**src/design/rwcc_pkg.sv**
```systemverilog
// Shared types, constants and character-table functions for the random word
// to character block. No dependencies.
`default_nettype none

package rwcc_pkg;

    localparam int WORD_W     = 64;
    localparam int CHAR_W     = 7;
    localparam int MASK_W     = 4;
    localparam int LEN_W      = 8;
    localparam int IDX_W      = 7;
    localparam int CFG_IDX_W  = 2;
    localparam int MAX_LENGTH = 128;
    localparam int POS_W      = $clog2(MAX_LENGTH);
    localparam int EFF_W      = $clog2(MAX_LENGTH + 1);
    localparam int CNT_W      = (EFF_W > LEN_W) ? EFF_W : LEN_W;
    localparam int DIV_STEPS  = WORD_W;
    localparam int STEP_W     = $clog2(DIV_STEPS);

    localparam logic [CFG_IDX_W-1:0] REG_CHARSET_MASK  = 2'd0;
    localparam logic [CFG_IDX_W-1:0] REG_OUTPUT_LENGTH = 2'd1;
    localparam logic [CFG_IDX_W-1:0] REG_RANDOM_LIMIT  = 2'd2;

    localparam logic [MASK_W-1:0] MASK_RESET   = 4'hF;
    localparam logic [LEN_W-1:0]  LENGTH_RESET = 8'd20;
    localparam logic [WORD_W-1:0] LIMIT_RESET  = '1;

    localparam logic [IDX_W-1:0] N_LOWER  = 7'd26;
    localparam logic [IDX_W-1:0] N_UPPER  = 7'd26;
    localparam logic [IDX_W-1:0] N_DIGIT  = 7'd10;
    localparam logic [IDX_W-1:0] N_SYMBOL = 7'd32;

    localparam logic [CHAR_W-1:0] CHAR_LOWER_A = 7'h61;
    localparam logic [CHAR_W-1:0] CHAR_UPPER_A = 7'h41;
    localparam logic [CHAR_W-1:0] CHAR_DIGIT_0 = 7'h30;

    localparam logic [CHAR_W-1:0] SYMBOL_TABLE [32] = '{
        7'h21, 7'h22, 7'h23, 7'h24, 7'h25, 7'h26, 7'h27, 7'h28,
        7'h29, 7'h2A, 7'h2B, 7'h2C, 7'h2D, 7'h2E, 7'h2F, 7'h3A,
        7'h3B, 7'h3C, 7'h3D, 7'h3E, 7'h3F, 7'h40, 7'h5B, 7'h5C,
        7'h5D, 7'h5E, 7'h5F, 7'h60, 7'h7B, 7'h7C, 7'h7D, 7'h7E
    };

    // Commands from the controller to the datapath.
    typedef struct packed {
        logic div_start;
        logic div_sel_item;
        logic load_quantum;
        logic clear_quantum;
        logic capture_word;
        logic decide;
        logic load_out;
    } rwcc_cmd_t;

    // Status from the datapath to the controller.
    typedef struct packed {
        logic set_empty;
        logic direct;
        logic div_done;
        logic out_free;
    } rwcc_status_t;

    // Number of characters selected by the mask.
    function automatic logic [IDX_W-1:0] set_count(input logic [MASK_W-1:0] mask);
        logic [IDX_W-1:0] n;
        n = '0;
        if (mask[0]) n = n + N_LOWER;
        if (mask[1]) n = n + N_UPPER;
        if (mask[2]) n = n + N_DIGIT;
        if (mask[3]) n = n + N_SYMBOL;
        return n;
    endfunction

    // Walks the enabled sets in order and returns the character at idx.
    function automatic logic [CHAR_W-1:0] char_lookup(input logic [MASK_W-1:0] mask,
                                                      input logic [IDX_W-1:0]  idx);
        logic [IDX_W-1:0]  i;
        logic [CHAR_W-1:0] c;
        logic              found;
        i     = idx;
        c     = '0;
        found = 1'b0;
        if (mask[0]) begin
            if (i < N_LOWER) begin
                c     = CHAR_LOWER_A + i;
                found = 1'b1;
            end else begin
                i = i - N_LOWER;
            end
        end
        if (mask[1] && !found) begin
            if (i < N_UPPER) begin
                c     = CHAR_UPPER_A + i;
                found = 1'b1;
            end else begin
                i = i - N_UPPER;
            end
        end
        if (mask[2] && !found) begin
            if (i < N_DIGIT) begin
                c     = CHAR_DIGIT_0 + i;
                found = 1'b1;
            end else begin
                i = i - N_DIGIT;
            end
        end
        if (mask[3] && !found && (i < N_SYMBOL)) begin
            c = SYMBOL_TABLE[i[4:0]];
        end
        return c;
    endfunction

endpackage

`default_nettype wire

```
**src/design/rwcc_div.sv**
```systemverilog
// Restoring serial divider, one quotient bit per cycle.
// Depends on rwcc_pkg.
`default_nettype none

module rwcc_div (
    input  wire logic                        aclk,
    input  wire logic                        aresetn,
    input  wire logic                        start,
    input  wire logic [rwcc_pkg::WORD_W-1:0] dividend,
    input  wire logic [rwcc_pkg::WORD_W-1:0] divisor,
    output logic                             done,
    output logic [rwcc_pkg::WORD_W-1:0]      quotient,
    output logic [rwcc_pkg::WORD_W-1:0]      remainder
);
    import rwcc_pkg::*;

    logic [WORD_W-1:0] rem_reg, quo_reg, den_reg;
    logic [WORD_W-1:0] rem_next, quo_next;
    logic [STEP_W-1:0] cnt_reg;
    logic              run_reg, done_reg;
    logic [WORD_W:0]   shifted, trial;
    logic              fits;

    always_comb begin
        shifted  = {rem_reg, quo_reg[WORD_W-1]};
        trial    = shifted - {1'b0, den_reg};
        fits     = !trial[WORD_W];
        rem_next = fits ? trial[WORD_W-1:0] : shifted[WORD_W-1:0];
        quo_next = {quo_reg[WORD_W-2:0], fits};
    end

    always_ff @(posedge aclk) begin
        if (!aresetn) begin
            run_reg  <= 1'b0;
            done_reg <= 1'b0;
            cnt_reg  <= '0;
        end else begin
            done_reg <= 1'b0;
            if (start) begin
                run_reg <= 1'b1;
                cnt_reg <= '0;
            end else if (run_reg) begin
                cnt_reg <= cnt_reg + 1'b1;
                if (cnt_reg == STEP_W'(DIV_STEPS - 1)) begin
                    run_reg  <= 1'b0;
                    done_reg <= 1'b1;
                end
            end
        end
    end

    always_ff @(posedge aclk) begin
        if (start) begin
            rem_reg <= '0;
            quo_reg <= dividend;
            den_reg <= divisor;
        end else if (run_reg) begin
            rem_reg <= rem_next;
            quo_reg <= quo_next;
        end
    end

    assign done      = done_reg;
    assign quotient  = quo_reg;
    assign remainder = rem_reg;

endmodule

`default_nettype wire

```
**src/design/rwcc_datapath.sv**
```systemverilog
// Datapath: configuration registers, range-reduction constants, divider,
// position counter and the output register. Depends on rwcc_pkg, rwcc_div.
`default_nettype none

module rwcc_datapath (
    input  wire logic                           aclk,
    input  wire logic                           aresetn,
    input  wire logic                           cfg_we,
    input  wire logic [rwcc_pkg::CFG_IDX_W-1:0] cfg_index,
    input  wire logic [rwcc_pkg::WORD_W-1:0]    cfg_data,
    input  wire logic [rwcc_pkg::WORD_W-1:0]    s_random_word,
    input  wire rwcc_pkg::rwcc_cmd_t            cmd,
    output rwcc_pkg::rwcc_status_t              status,
    output logic                                m_valid,
    input  wire logic                           m_ready,
    output logic [rwcc_pkg::CHAR_W-1:0]         m_character,
    output logic                                m_last_of_string,
    output logic                                m_no_set_error
);
    import rwcc_pkg::*;

    logic [MASK_W-1:0] mask_reg;
    logic [LEN_W-1:0]  length_reg;
    logic [WORD_W-1:0] limit_reg;
    logic [WORD_W-1:0] quantum_reg, red_limit_reg;
    logic [WORD_W-1:0] word_reg;
    logic              direct_reg;
    logic [POS_W-1:0]  pos_reg, pos_next;
    logic              m_valid_reg;
    logic [CHAR_W-1:0] char_reg;
    logic              last_reg, err_reg;

    logic [IDX_W-1:0]  n_chars;
    logic              set_empty, direct;
    logic [WORD_W-1:0] div_dividend, div_divisor, div_quo, div_rem;
    logic              div_done;
    logic [IDX_W-1:0]  idx;
    logic [CNT_W-1:0]  len_ext, len_eff, pos_plus;
    logic              last;

    assign n_chars   = set_count(mask_reg);
    assign set_empty = (n_chars == '0);
    assign direct    = set_empty || (quantum_reg == '0) || (word_reg >= red_limit_reg);

    // One division of the limit by N yields q directly; L is the limit less the remainder.
    assign div_dividend = cmd.div_sel_item ? word_reg : limit_reg;
    assign div_divisor  = cmd.div_sel_item ? quantum_reg : WORD_W'(n_chars);

    rwcc_div u_div (
        .aclk      (aclk),
        .aresetn   (aresetn),
        .start     (cmd.div_start),
        .dividend  (div_dividend),
        .divisor   (div_divisor),
        .done      (div_done),
        .quotient  (div_quo),
        .remainder (div_rem)
    );

    always_comb begin
        if (direct_reg || (div_quo >= WORD_W'(n_chars))) begin
            idx = n_chars - 1'b1;
        end else begin
            idx = div_quo[IDX_W-1:0];
        end
        len_ext = CNT_W'(length_reg);
        if (len_ext == '0) begin
            len_eff = CNT_W'(1);
        end else if (len_ext > CNT_W'(MAX_LENGTH)) begin
            len_eff = CNT_W'(MAX_LENGTH);
        end else begin
            len_eff = len_ext;
        end
        pos_plus = CNT_W'(pos_reg) + CNT_W'(1);
        last     = (pos_plus >= len_eff);
        pos_next = last ? '0 : pos_plus[POS_W-1:0];
    end

    always_ff @(posedge aclk) begin
        if (!aresetn) begin
            mask_reg      <= MASK_RESET;
            length_reg    <= LENGTH_RESET;
            limit_reg     <= LIMIT_RESET;
            quantum_reg   <= '0;
            red_limit_reg <= '0;
            pos_reg       <= '0;
            m_valid_reg   <= 1'b0;
        end else begin
            if (cfg_we) begin
                case (cfg_index)
                    REG_CHARSET_MASK:  mask_reg   <= cfg_data[MASK_W-1:0];
                    REG_OUTPUT_LENGTH: length_reg <= cfg_data[LEN_W-1:0];
                    REG_RANDOM_LIMIT:  limit_reg  <= cfg_data;
                    default: ;
                endcase
            end
            if (cmd.clear_quantum) begin
                quantum_reg   <= '0;
                red_limit_reg <= '0;
            end else if (cmd.load_quantum) begin
                quantum_reg   <= div_quo;
                red_limit_reg <= limit_reg - div_rem;
            end
            if (cmd.load_out && !set_empty) begin
                pos_reg <= pos_next;
            end
            if (cmd.load_out) begin
                m_valid_reg <= 1'b1;
            end else if (m_ready) begin
                m_valid_reg <= 1'b0;
            end
        end
    end

    always_ff @(posedge aclk) begin
        if (cmd.capture_word) begin
            word_reg <= s_random_word;
        end
        if (cmd.decide) begin
            direct_reg <= direct;
        end
        if (cmd.load_out) begin
            char_reg <= set_empty ? '0 : char_lookup(mask_reg, idx);
            last_reg <= set_empty ? 1'b0 : last;
            err_reg  <= set_empty;
        end
    end

    assign status.set_empty = set_empty;
    assign status.direct    = direct;
    assign status.div_done  = div_done;
    assign status.out_free  = !m_valid_reg || m_ready;

    assign m_valid          = m_valid_reg;
    assign m_character      = char_reg;
    assign m_last_of_string = last_reg;
    assign m_no_set_error   = err_reg;

endmodule

`default_nettype wire

```
**src/design/rwcc_ctrl.sv**
```systemverilog
// Controller state machine: sequences the recompute after reset or a
// register write, and each word through the divider when it needs a division. Depends on rwcc_pkg.
`default_nettype none

module rwcc_ctrl (
    input  wire logic                   aclk,
    input  wire logic                   aresetn,
    input  wire logic                   cfg_we,
    input  wire logic                   s_valid,
    output logic                        s_ready,
    input  wire rwcc_pkg::rwcc_status_t status,
    output rwcc_pkg::rwcc_cmd_t         cmd
);
    import rwcc_pkg::*;

    localparam logic [2:0] ST_CSTART = 3'd0;
    localparam logic [2:0] ST_CDIV   = 3'd1;
    localparam logic [2:0] ST_IDLE   = 3'd2;
    localparam logic [2:0] ST_ISTART = 3'd3;
    localparam logic [2:0] ST_IDIV   = 3'd4;
    localparam logic [2:0] ST_FINISH = 3'd5;

    logic [2:0] state_reg, state_next;

    always_comb begin
        state_next = state_reg;
        cmd        = '0;
        s_ready    = 1'b0;
        case (state_reg)
            ST_CSTART: begin
                if (status.set_empty) begin
                    cmd.clear_quantum = 1'b1;
                    state_next        = ST_IDLE;
                end else begin
                    cmd.div_start = 1'b1;
                    state_next    = ST_CDIV;
                end
            end
            ST_CDIV: begin
                if (status.div_done) begin
                    cmd.load_quantum = 1'b1;
                    state_next       = ST_IDLE;
                end
            end
            ST_IDLE: begin
                s_ready          = 1'b1;
                cmd.capture_word = 1'b1;
                if (s_valid) begin
                    state_next = ST_ISTART;
                end
            end
            ST_ISTART: begin
                cmd.decide = 1'b1;
                if (status.direct) begin
                    state_next = ST_FINISH;
                end else begin
                    cmd.div_start    = 1'b1;
                    cmd.div_sel_item = 1'b1;
                    state_next       = ST_IDIV;
                end
            end
            ST_IDIV: begin
                if (status.div_done) begin
                    state_next = ST_FINISH;
                end
            end
            ST_FINISH: begin
                if (status.out_free) begin
                    cmd.load_out = 1'b1;
                    state_next   = ST_IDLE;
                end
            end
            default: begin
                state_next = ST_CSTART;
            end
        endcase
        // A register write always restarts the recompute.
        if (cfg_we) begin
            state_next = ST_CSTART;
        end
    end

    always_ff @(posedge aclk) begin
        if (!aresetn) begin
            state_reg <= ST_CSTART;
        end else begin
            state_reg <= state_next;
        end
    end

endmodule

`default_nettype wire

```
**src/design/random_word_to_charset_char_top.sv**
```systemverilog
// Random word to character-set character: top level.
// Each accepted word goes through the 64-step serial divider unless no division
// is needed; the block takes no new word until the current one has reached the
// output register. Reset, and every register write, start a recompute of the
// range-reduction constants, with s_ready low while it runs (the divider is
// skipped when the mask selects no set).
`default_nettype none

module random_word_to_charset_char_top (
    input  wire logic                           aclk,
    input  wire logic                           aresetn,
    // Configuration write port.
    input  wire logic                           cfg_we,
    input  wire logic [rwcc_pkg::CFG_IDX_W-1:0] cfg_index,
    input  wire logic [rwcc_pkg::WORD_W-1:0]    cfg_data,
    // Input word channel.
    input  wire logic                           s_valid,
    output logic                                s_ready,
    input  wire logic [rwcc_pkg::WORD_W-1:0]    s_random_word,
    // Result word channel.
    output logic                                m_valid,
    input  wire logic                           m_ready,
    output logic [rwcc_pkg::CHAR_W-1:0]         m_character,
    output logic                                m_last_of_string,
    output logic                                m_no_set_error
);
    import rwcc_pkg::*;

    // The controller and the datapath talk only through these two bundles.
    rwcc_cmd_t    cmd;
    rwcc_status_t status;

    // The controller walks each word through capture, a decision on whether
    // a division is needed, the division itself and the final table lookup.
    // A finished result sits in the output register, so the next word can be
    // accepted while the previous result still waits to be taken.
    rwcc_ctrl u_ctrl (
        .aclk    (aclk),
        .aresetn (aresetn),
        .cfg_we  (cfg_we),
        .s_valid (s_valid),
        .s_ready (s_ready),
        .status  (status),
        .cmd     (cmd)
    );

    // The datapath holds the registers, the shared divider (used once per
    // non-empty recompute for the quantum and the reduced limit, and once per
    // word that needs it for the table index) and the position counter.
    rwcc_datapath u_datapath (
        .aclk             (aclk),
        .aresetn          (aresetn),
        .cfg_we           (cfg_we),
        .cfg_index        (cfg_index),
        .cfg_data         (cfg_data),
        .s_random_word    (s_random_word),
        .cmd              (cmd),
        .status           (status),
        .m_valid          (m_valid),
        .m_ready          (m_ready),
        .m_character      (m_character),
        .m_last_of_string (m_last_of_string),
        .m_no_set_error   (m_no_set_error)
    );

endmodule

`default_nettype wire
```
**config.mk**
```make
export PLATFORM = sky130hd
export DESIGN_NAME = random_word_to_charset_char_top
export DESIGN_NICKNAME = d
export VERILOG_FILES = /design/src/design/rwcc_pkg.sv /design/src/design/rwcc_div.sv /design/src/design/rwcc_datapath.sv /design/src/design/rwcc_ctrl.sv /design/src/design/random_word_to_charset_char_top.sv
export SDC_FILE = /design/constraint.sdc
export NUM_CORES = 1
export LEC_CHECK = 0
export ABC_AREA = 1
export BUFFER_PORTS_ARGS = -buffer_cell sky130_fd_sc_hd__clkbuf_2
export CAP_MARGIN = 20
export CELL_PAD_IN_SITES_DETAIL_PLACEMENT = 1
export CELL_PAD_IN_SITES_GLOBAL_PLACEMENT = 1
export CORE_MARGIN = 8
export CORE_UTILIZATION = 40
export DETAILED_ROUTE_END_ITERATION = 10
export HOLD_SLACK_MARGIN = 0.12
export PLACE_DENSITY = 0.82
export SLEW_MARGIN = 20
export SYNTH_ARGS = -nofsm -noshare
export SYNTH_HDL_FRONTEND = slang
export SYNTH_SLANG_ARGS = --single-unit
```
**constraint.sdc**
```tcl
create_clock -name aclk -period 16.55 [get_ports aclk]
set_input_delay 1.655 -clock aclk [delete_from_list [all_inputs] [get_ports aclk]]
set_output_delay 1.655 -clock aclk [all_outputs]
set_load 0.02 [all_outputs]
```
======== Word-level counts from Yosys, hierarchy flattened ========
Memories as Yosys holds them, arrays and structs flattened.
Cells that the tools add are included.
W data, S select, Z words.
operators by class
  $add $sub $neg .......................... 14
  order comparisons ....................... 9
  eq/ne operators ......................... 12
  muxes and demuxes ....................... 65
  bitwise operators ....................... 3
  reductions and logical operators ........ 30
operator list
  cell                   number
  $mux W64               4
  $mux W7                24
  $sub A65 B64 Y65       1
  $ge A64 B64 Y1         1
  $ge A64 B7 Y1          1
  $logic_not A64 Y1      1
  $sub A64 B64 Y64       1
  $mux W1                26
  $pmux W3 S6            1
  $mux W8                2
  $add A7 B7 Y7 const A  2
  $lt A7 B5 Y1 const B   2
  $sub A7 B5 Y7 const B  2
  $mux W3                4
  $add A7 B1 Y8 const B  1
  $ge A8 B8 Y1           1
  $gt A8 B8 Y1 const B   1
  $logic_not A8 Y1       1
  $add A6 B7 Y7 const A  1
  $add A7 B4 Y7 const B  1
  $add A7 B6 Y7 const B  1
  $logic_not A7 Y1       1
  $lt A7 B4 Y1 const B   1
  $lt A7 B6 Y1 const B   1
  other kinds (28)       51
storage, ports and cells
  register bits ........................... 489
  ROM bits ................................ 224
  output and inout bits ................... 11
  memories kept ........................... 1
memories
  memory            words  bits a word  rd ports  clocked after memory_dff  wr ports  RTL line         RTL
  (name not given)  32     7            1         0                         0         rwcc_pkg.sv:108  c = SYMBOL_TABLE[i[4:0]];

======== Longest topological paths before layout ========
  depth in word-level cells ............... 27
  depth in mapped cells ................... 44

======== By module ========
From an unflattened synthesis, not the netlist that was laid out.
unflattened totals
  cell total of the unflattened synthesis .. 4994
  area total of the unflattened synthesis .. 33784.9 um2
by module, submodules not included
  module         instances  cells an instance  area each (um2)  sequential area each (um2)
  rwcc_datapath  1          2650               18769.3          6466.2
  rwcc_div       1          2292               14665.3          5285.1
  rwcc_ctrl      1          52                 350.3            60.1

======== Worst setup path after synthesis ========
No wires, ideal clock.
  kind .................................... reg2out
  start ................................... reg u_ctrl.state_reg[2]
  end ..................................... out s_ready
  arrival time ............................ 5.282 ns
  path slack .............................. 9.613 ns
  cell stages (with the launch flop) ...... 3
  path buffers ............................ 1
  path through ............................ dfxtp_1 clkbuf_1 nor3_1
between the ends
  cells in the longest elaborated chain, start to end .. 2
RTL lines
  element                 RTL line                               RTL
  start, declared         rwcc_ctrl.sv:23                        logic [2:0] state_reg, state_next;
  start signal, assigned  rwcc_ctrl.sv:87                        state_reg <= state_next;
  $eq A3 B2 Y1            rwcc_ctrl.sv:29                        case (state_reg)
  $mux W1                 rwcc_ctrl.sv:29
  end, declared           random_word_to_charset_char_top.sv:18  output logic s_ready,
Every way passes these cells.

======== Worst setup path after layout ========
  start ................................... reg u_datapath.mask_reg[0]
  end ..................................... reg u_datapath.char_reg[1], in the netlist u_datapath.m_character[1], data pin
between the ends
  cells in the longest elaborated chain, start to end .. 27
  elaborated cells on any way between the ends .. 58
RTL lines
  element                                                RTL line                         RTL
  start, declared                                        rwcc_datapath.sv:22              logic [MASK_W-1:0] mask_reg;
  start signal, assigned                                 rwcc_datapath.sv:91              REG_CHARSET_MASK: mask_reg <= cfg_data[MASK_W-1:0];
  $mux W5                                                rwcc_pkg.sv:67                   if (mask[0]) n = n + N_LOWER;
  $add A5 B5 Y6                                          rwcc_pkg.sv:68                   if (mask[1]) n = n + N_UPPER;
  $mux W7                                                rwcc_pkg.sv:68
  $add A7 B4 Y7                                          rwcc_pkg.sv:69                   if (mask[2]) n = n + N_DIGIT;
  $mux W7                                                rwcc_pkg.sv:69
  $add A7 B6 Y7                                          rwcc_pkg.sv:70                   if (mask[3]) n = n + N_SYMBOL;
  $mux W7                                                rwcc_pkg.sv:70
  $ge A64 B7 Y1                                          rwcc_datapath.sv:61              if (direct_reg || (div_quo >= WORD_W'(n_chars))) begin
  [... 10 more ...]                                      --
  $sub A7 B4 Y7 (tied with other cells)                  rwcc_pkg.sv:104                  i = i - N_DIGIT;
  $mux W7 / $logic_and A1 B1 Y1 (equally long branches)  rwcc_pkg.sv:100, rwcc_pkg.sv:99
  $mux W7                                                rwcc_pkg.sv:99                   if (mask[2] && !found) begin
  $mux W7                                                rwcc_datapath.sv:122             if (cmd.load_out) begin
  $not A5 Y6 (not written as such)                       rwcc_pkg.sv:108
  $mem_v2 Z32 W7                                         --
  $mux W7 (not written as such) (2 in a row)             rwcc_pkg.sv:108
  $mux W7                                                rwcc_pkg.sv:107                  if (mask[3] && !found && (i < N_SYMBOL)) begin
  end signal, assigned                                   rwcc_datapath.sv:123             char_reg <= set_empty ? '0 : char_lookup(mask_reg, idx);
  end, declared                                          rwcc_datapath.sv:30              logic [CHAR_W-1:0] char_reg;
Several ways; a longest one is shown, not always the timed one. The select of a mux whose other input is x is not followed.
A chain may end at the register's enable or synchronous reset.

==> run metrics <==
post-route cell area 0.0336 mm2; leading area contributor after synthesis edfxtp_1; All-Layer GR Usage 23.2%; residual DRC count 0; first-pass GRT wire length 159,000 um; asr flop ratio synth 0%; Area contributors post-synth edfxtp_1, dfxtp_1, ha_1; Synth cell types 65; post-synth top area share 20.2%; Post-synth EDFFs 202; number of port buffers 145; Initial Util 40.4%; clock transition at the registers of the reported paths 60 ps; Worst Hold Class register to register; CTS tree done; outcome finished clean; WP data arrival 6750 ps; routability cong. 0.926; Worst Clk Skew 25.4 ps; Placed Instance Area 0.0317 mm2; Ports 146; FF-to-FF Start u_datapath.mask_reg[0]; fin crit share 38.4%; Worst-Margin Slew 1050 ps; post-route ant nets 0; # clock sinks 489; WL per Instance 20.3 um; Tot Pwr 3.55 mW; slowest stage delay, CP 630 ps; via/cell ratio 5.45; f_max 157 MHz; cts repair resizes 0; fin util 45.2%; sequential area share after synthesis 39.3%; Worst Path Max Fanout 11; Die W 290 um; TNS Setup 0 ps; Worst EP required 16,940 ps; cell family with most CP delay simple AND/OR/NAND/NOR gates; initial antenna violation count 1; worst path bufs/invs 5; Post-CTS Setup Bufs 0; fin cells 5,014; row cnt 100; H-tree levels 2; DR vias 27,300; largest net degree at the start of global routing 109; first-pass detailed-route iteration total 5; flops & latches, synth 489; Slew headroom 30.3%; Hold Fails Final Rpt 0; die height 290 um; final setup violating endpoints 0; # diodes 0; Leak 14.7 nW; Max IR drop VDD 0.0735 mV; Max-Cap Viols 0; Core Area 0.0743 mm2; fin nets 4,360; Max clock buf depth 3; Yosys warnings 0; minimum clock period 6360 ps; hold_sp u_datapath.quantum_reg[32]; Clock Root Buffer clkbuf_16; vias in the first global route 28,500; Mapped Cells 3,897; dpl cells 4,907; CP Launch Type register; Post-Syn Nets 4,259; hold_buf cts 0; commonest cells in the netlist nand2_1, inv_1, a21oi_1; cts bufs inserted 58; PD cells 106 mW/mm2; die area 0.0841 mm2; count of final max-slew check failures 0; count leader, synth nand2_1; hpwl dp 77,100 um; Setup Crit Path Kind register to register; CP endpoint kind register; unrepaired setup endpoints after global routing false; Clk Latency, worst-skew pair 630 ps; final WL 102,000 um; Syn Std Cell Area 0.0300 mm2; highest-delay cell along the critical path dfxtp_1; total congestion overflow 0; layout cells sized above 1 8.60%; Most common cell on crit path nand2_1; Layout area overhead 11.9%; starting DRC count in detailed routing 1,571; ys flop type dfxtp_1; syn_area_per_cell 7.70 um2; CP Launch Point u_datapath.mask_reg[0]
-- where the power goes --
| part | switching (mW) | internal [mW] |
|---|---|---|
| registers | 0.0563 | 1.37 |
| logic | 0.592 | 0.271 |
| clock network | 0.542 | 0.723 |
-- placed cells by master, fill, tap and decap left out, types with 7 or more instances in the layout --
cell        Yosys  routed
o211ai_1       77      77
xor2_1         80      80
clkbuf_16       0      58
nand2_1       718     715
buf_4           0      22
a21o_1          8       8
clkinv_2        0      13
nand3_1       141     140
xnor2_1        49      49
o22ai_1        62      62
dfxtp_1       287     286
nand3b_1        8       8
nand2_4        10      13
inv_1         657     656
o21ai_1        14      14
nand3_4         6       7
a31oi_1        52      52
nand4_1        38      38
o221ai_1        9       9
a22oi_1        67      67
nor4_1         23      23
nor3_1         25      23
inv_2          19      19
clkbuf_1      116      11
o2111ai_1       7       7
ha_1          224     224
o21bai_1        9       9
nor2_1        270     268
a21oi_1       398     398
o21a_1         15      15
clkbuf_2        0     144
o21ai_0       213     213
clkinvlp_4      0       9
a21boi_0        8       8
edfxtp_1      202     202
nand2_2        16      16
-- per-stage QoR --
| stage | setup slack [ps] | hold WS (ps) |
|---|---|---|
| 4_1_cts | 10180 | 469 |
| 3_5_place_dp | 10200 | 456 |
| 3_3_place_gp | 10370 | 448 |
| 2_1_floorplan | 9610 | 441 |
| 6_report | 10190 | 465 |
| 5_1_grt | 9580 | 484 |
-- metal layers --
layer  routed length (um)  track usage [%]
met5                    0                0
met4                 3430             7.69
met3                 3940             2.65
met2                49200             40.6
met1                45000             29.6
-- worst register-to-register path, delay by kind of cell, from the launching register on --
| family | cells | cell delay (ps) |
|---|---|---|
| AO/OA/AOI/OAI | 1 | 270 |
| XOR/XNOR | 1 | 240 |
| adder cells (fa/ha/maj) | 6 | 1730 |
| buffers and inverters | 5 | 790 |
| flip-flops | 1 | 630 |
| AND/OR/NAND/NOR | 24 | 2460 |
-- worst paths after layout --
| kind | to | slack [ps] | depth (start not counted) |
|---|---|---|---|
| setup / recovery | u_datapath.m_character[1] | 10190 | 37 |
| setup reg to reg | u_datapath.m_character[1] | 10190 | 37 |
| hold / removal | u_datapath.quantum_reg[32] | 470 | 2 |
| hold reg to reg | u_datapath.quantum_reg[32] | 470 | 2 |
-- cells by family after synthesis --
family | count (synthesis) | share of synthesized area [%]
fa+ha+maj | 227 | 9.54
xor+xnor | 131 | 3.91
simple gates | 1279 | 18.4
flops | 489 | 39.3
compound gates | 967 | 18.7
buf+inv | 804 | 10.1
-- final cells by class --
type / count / area, um2
Clock buffer: 72 / 1530
Clock inverter: 35 / 330
Fill cell: 9263 / 40700
Inverter: 678 / 2550
Multi-Input combinational cell: 2604 / 15200
Sequential cell: 489 / 11800
Tap cell: 969 / 1210
Timing Repair Buffer: 167 / 897
Note: power is estimated with default switching activity, not from simulation.
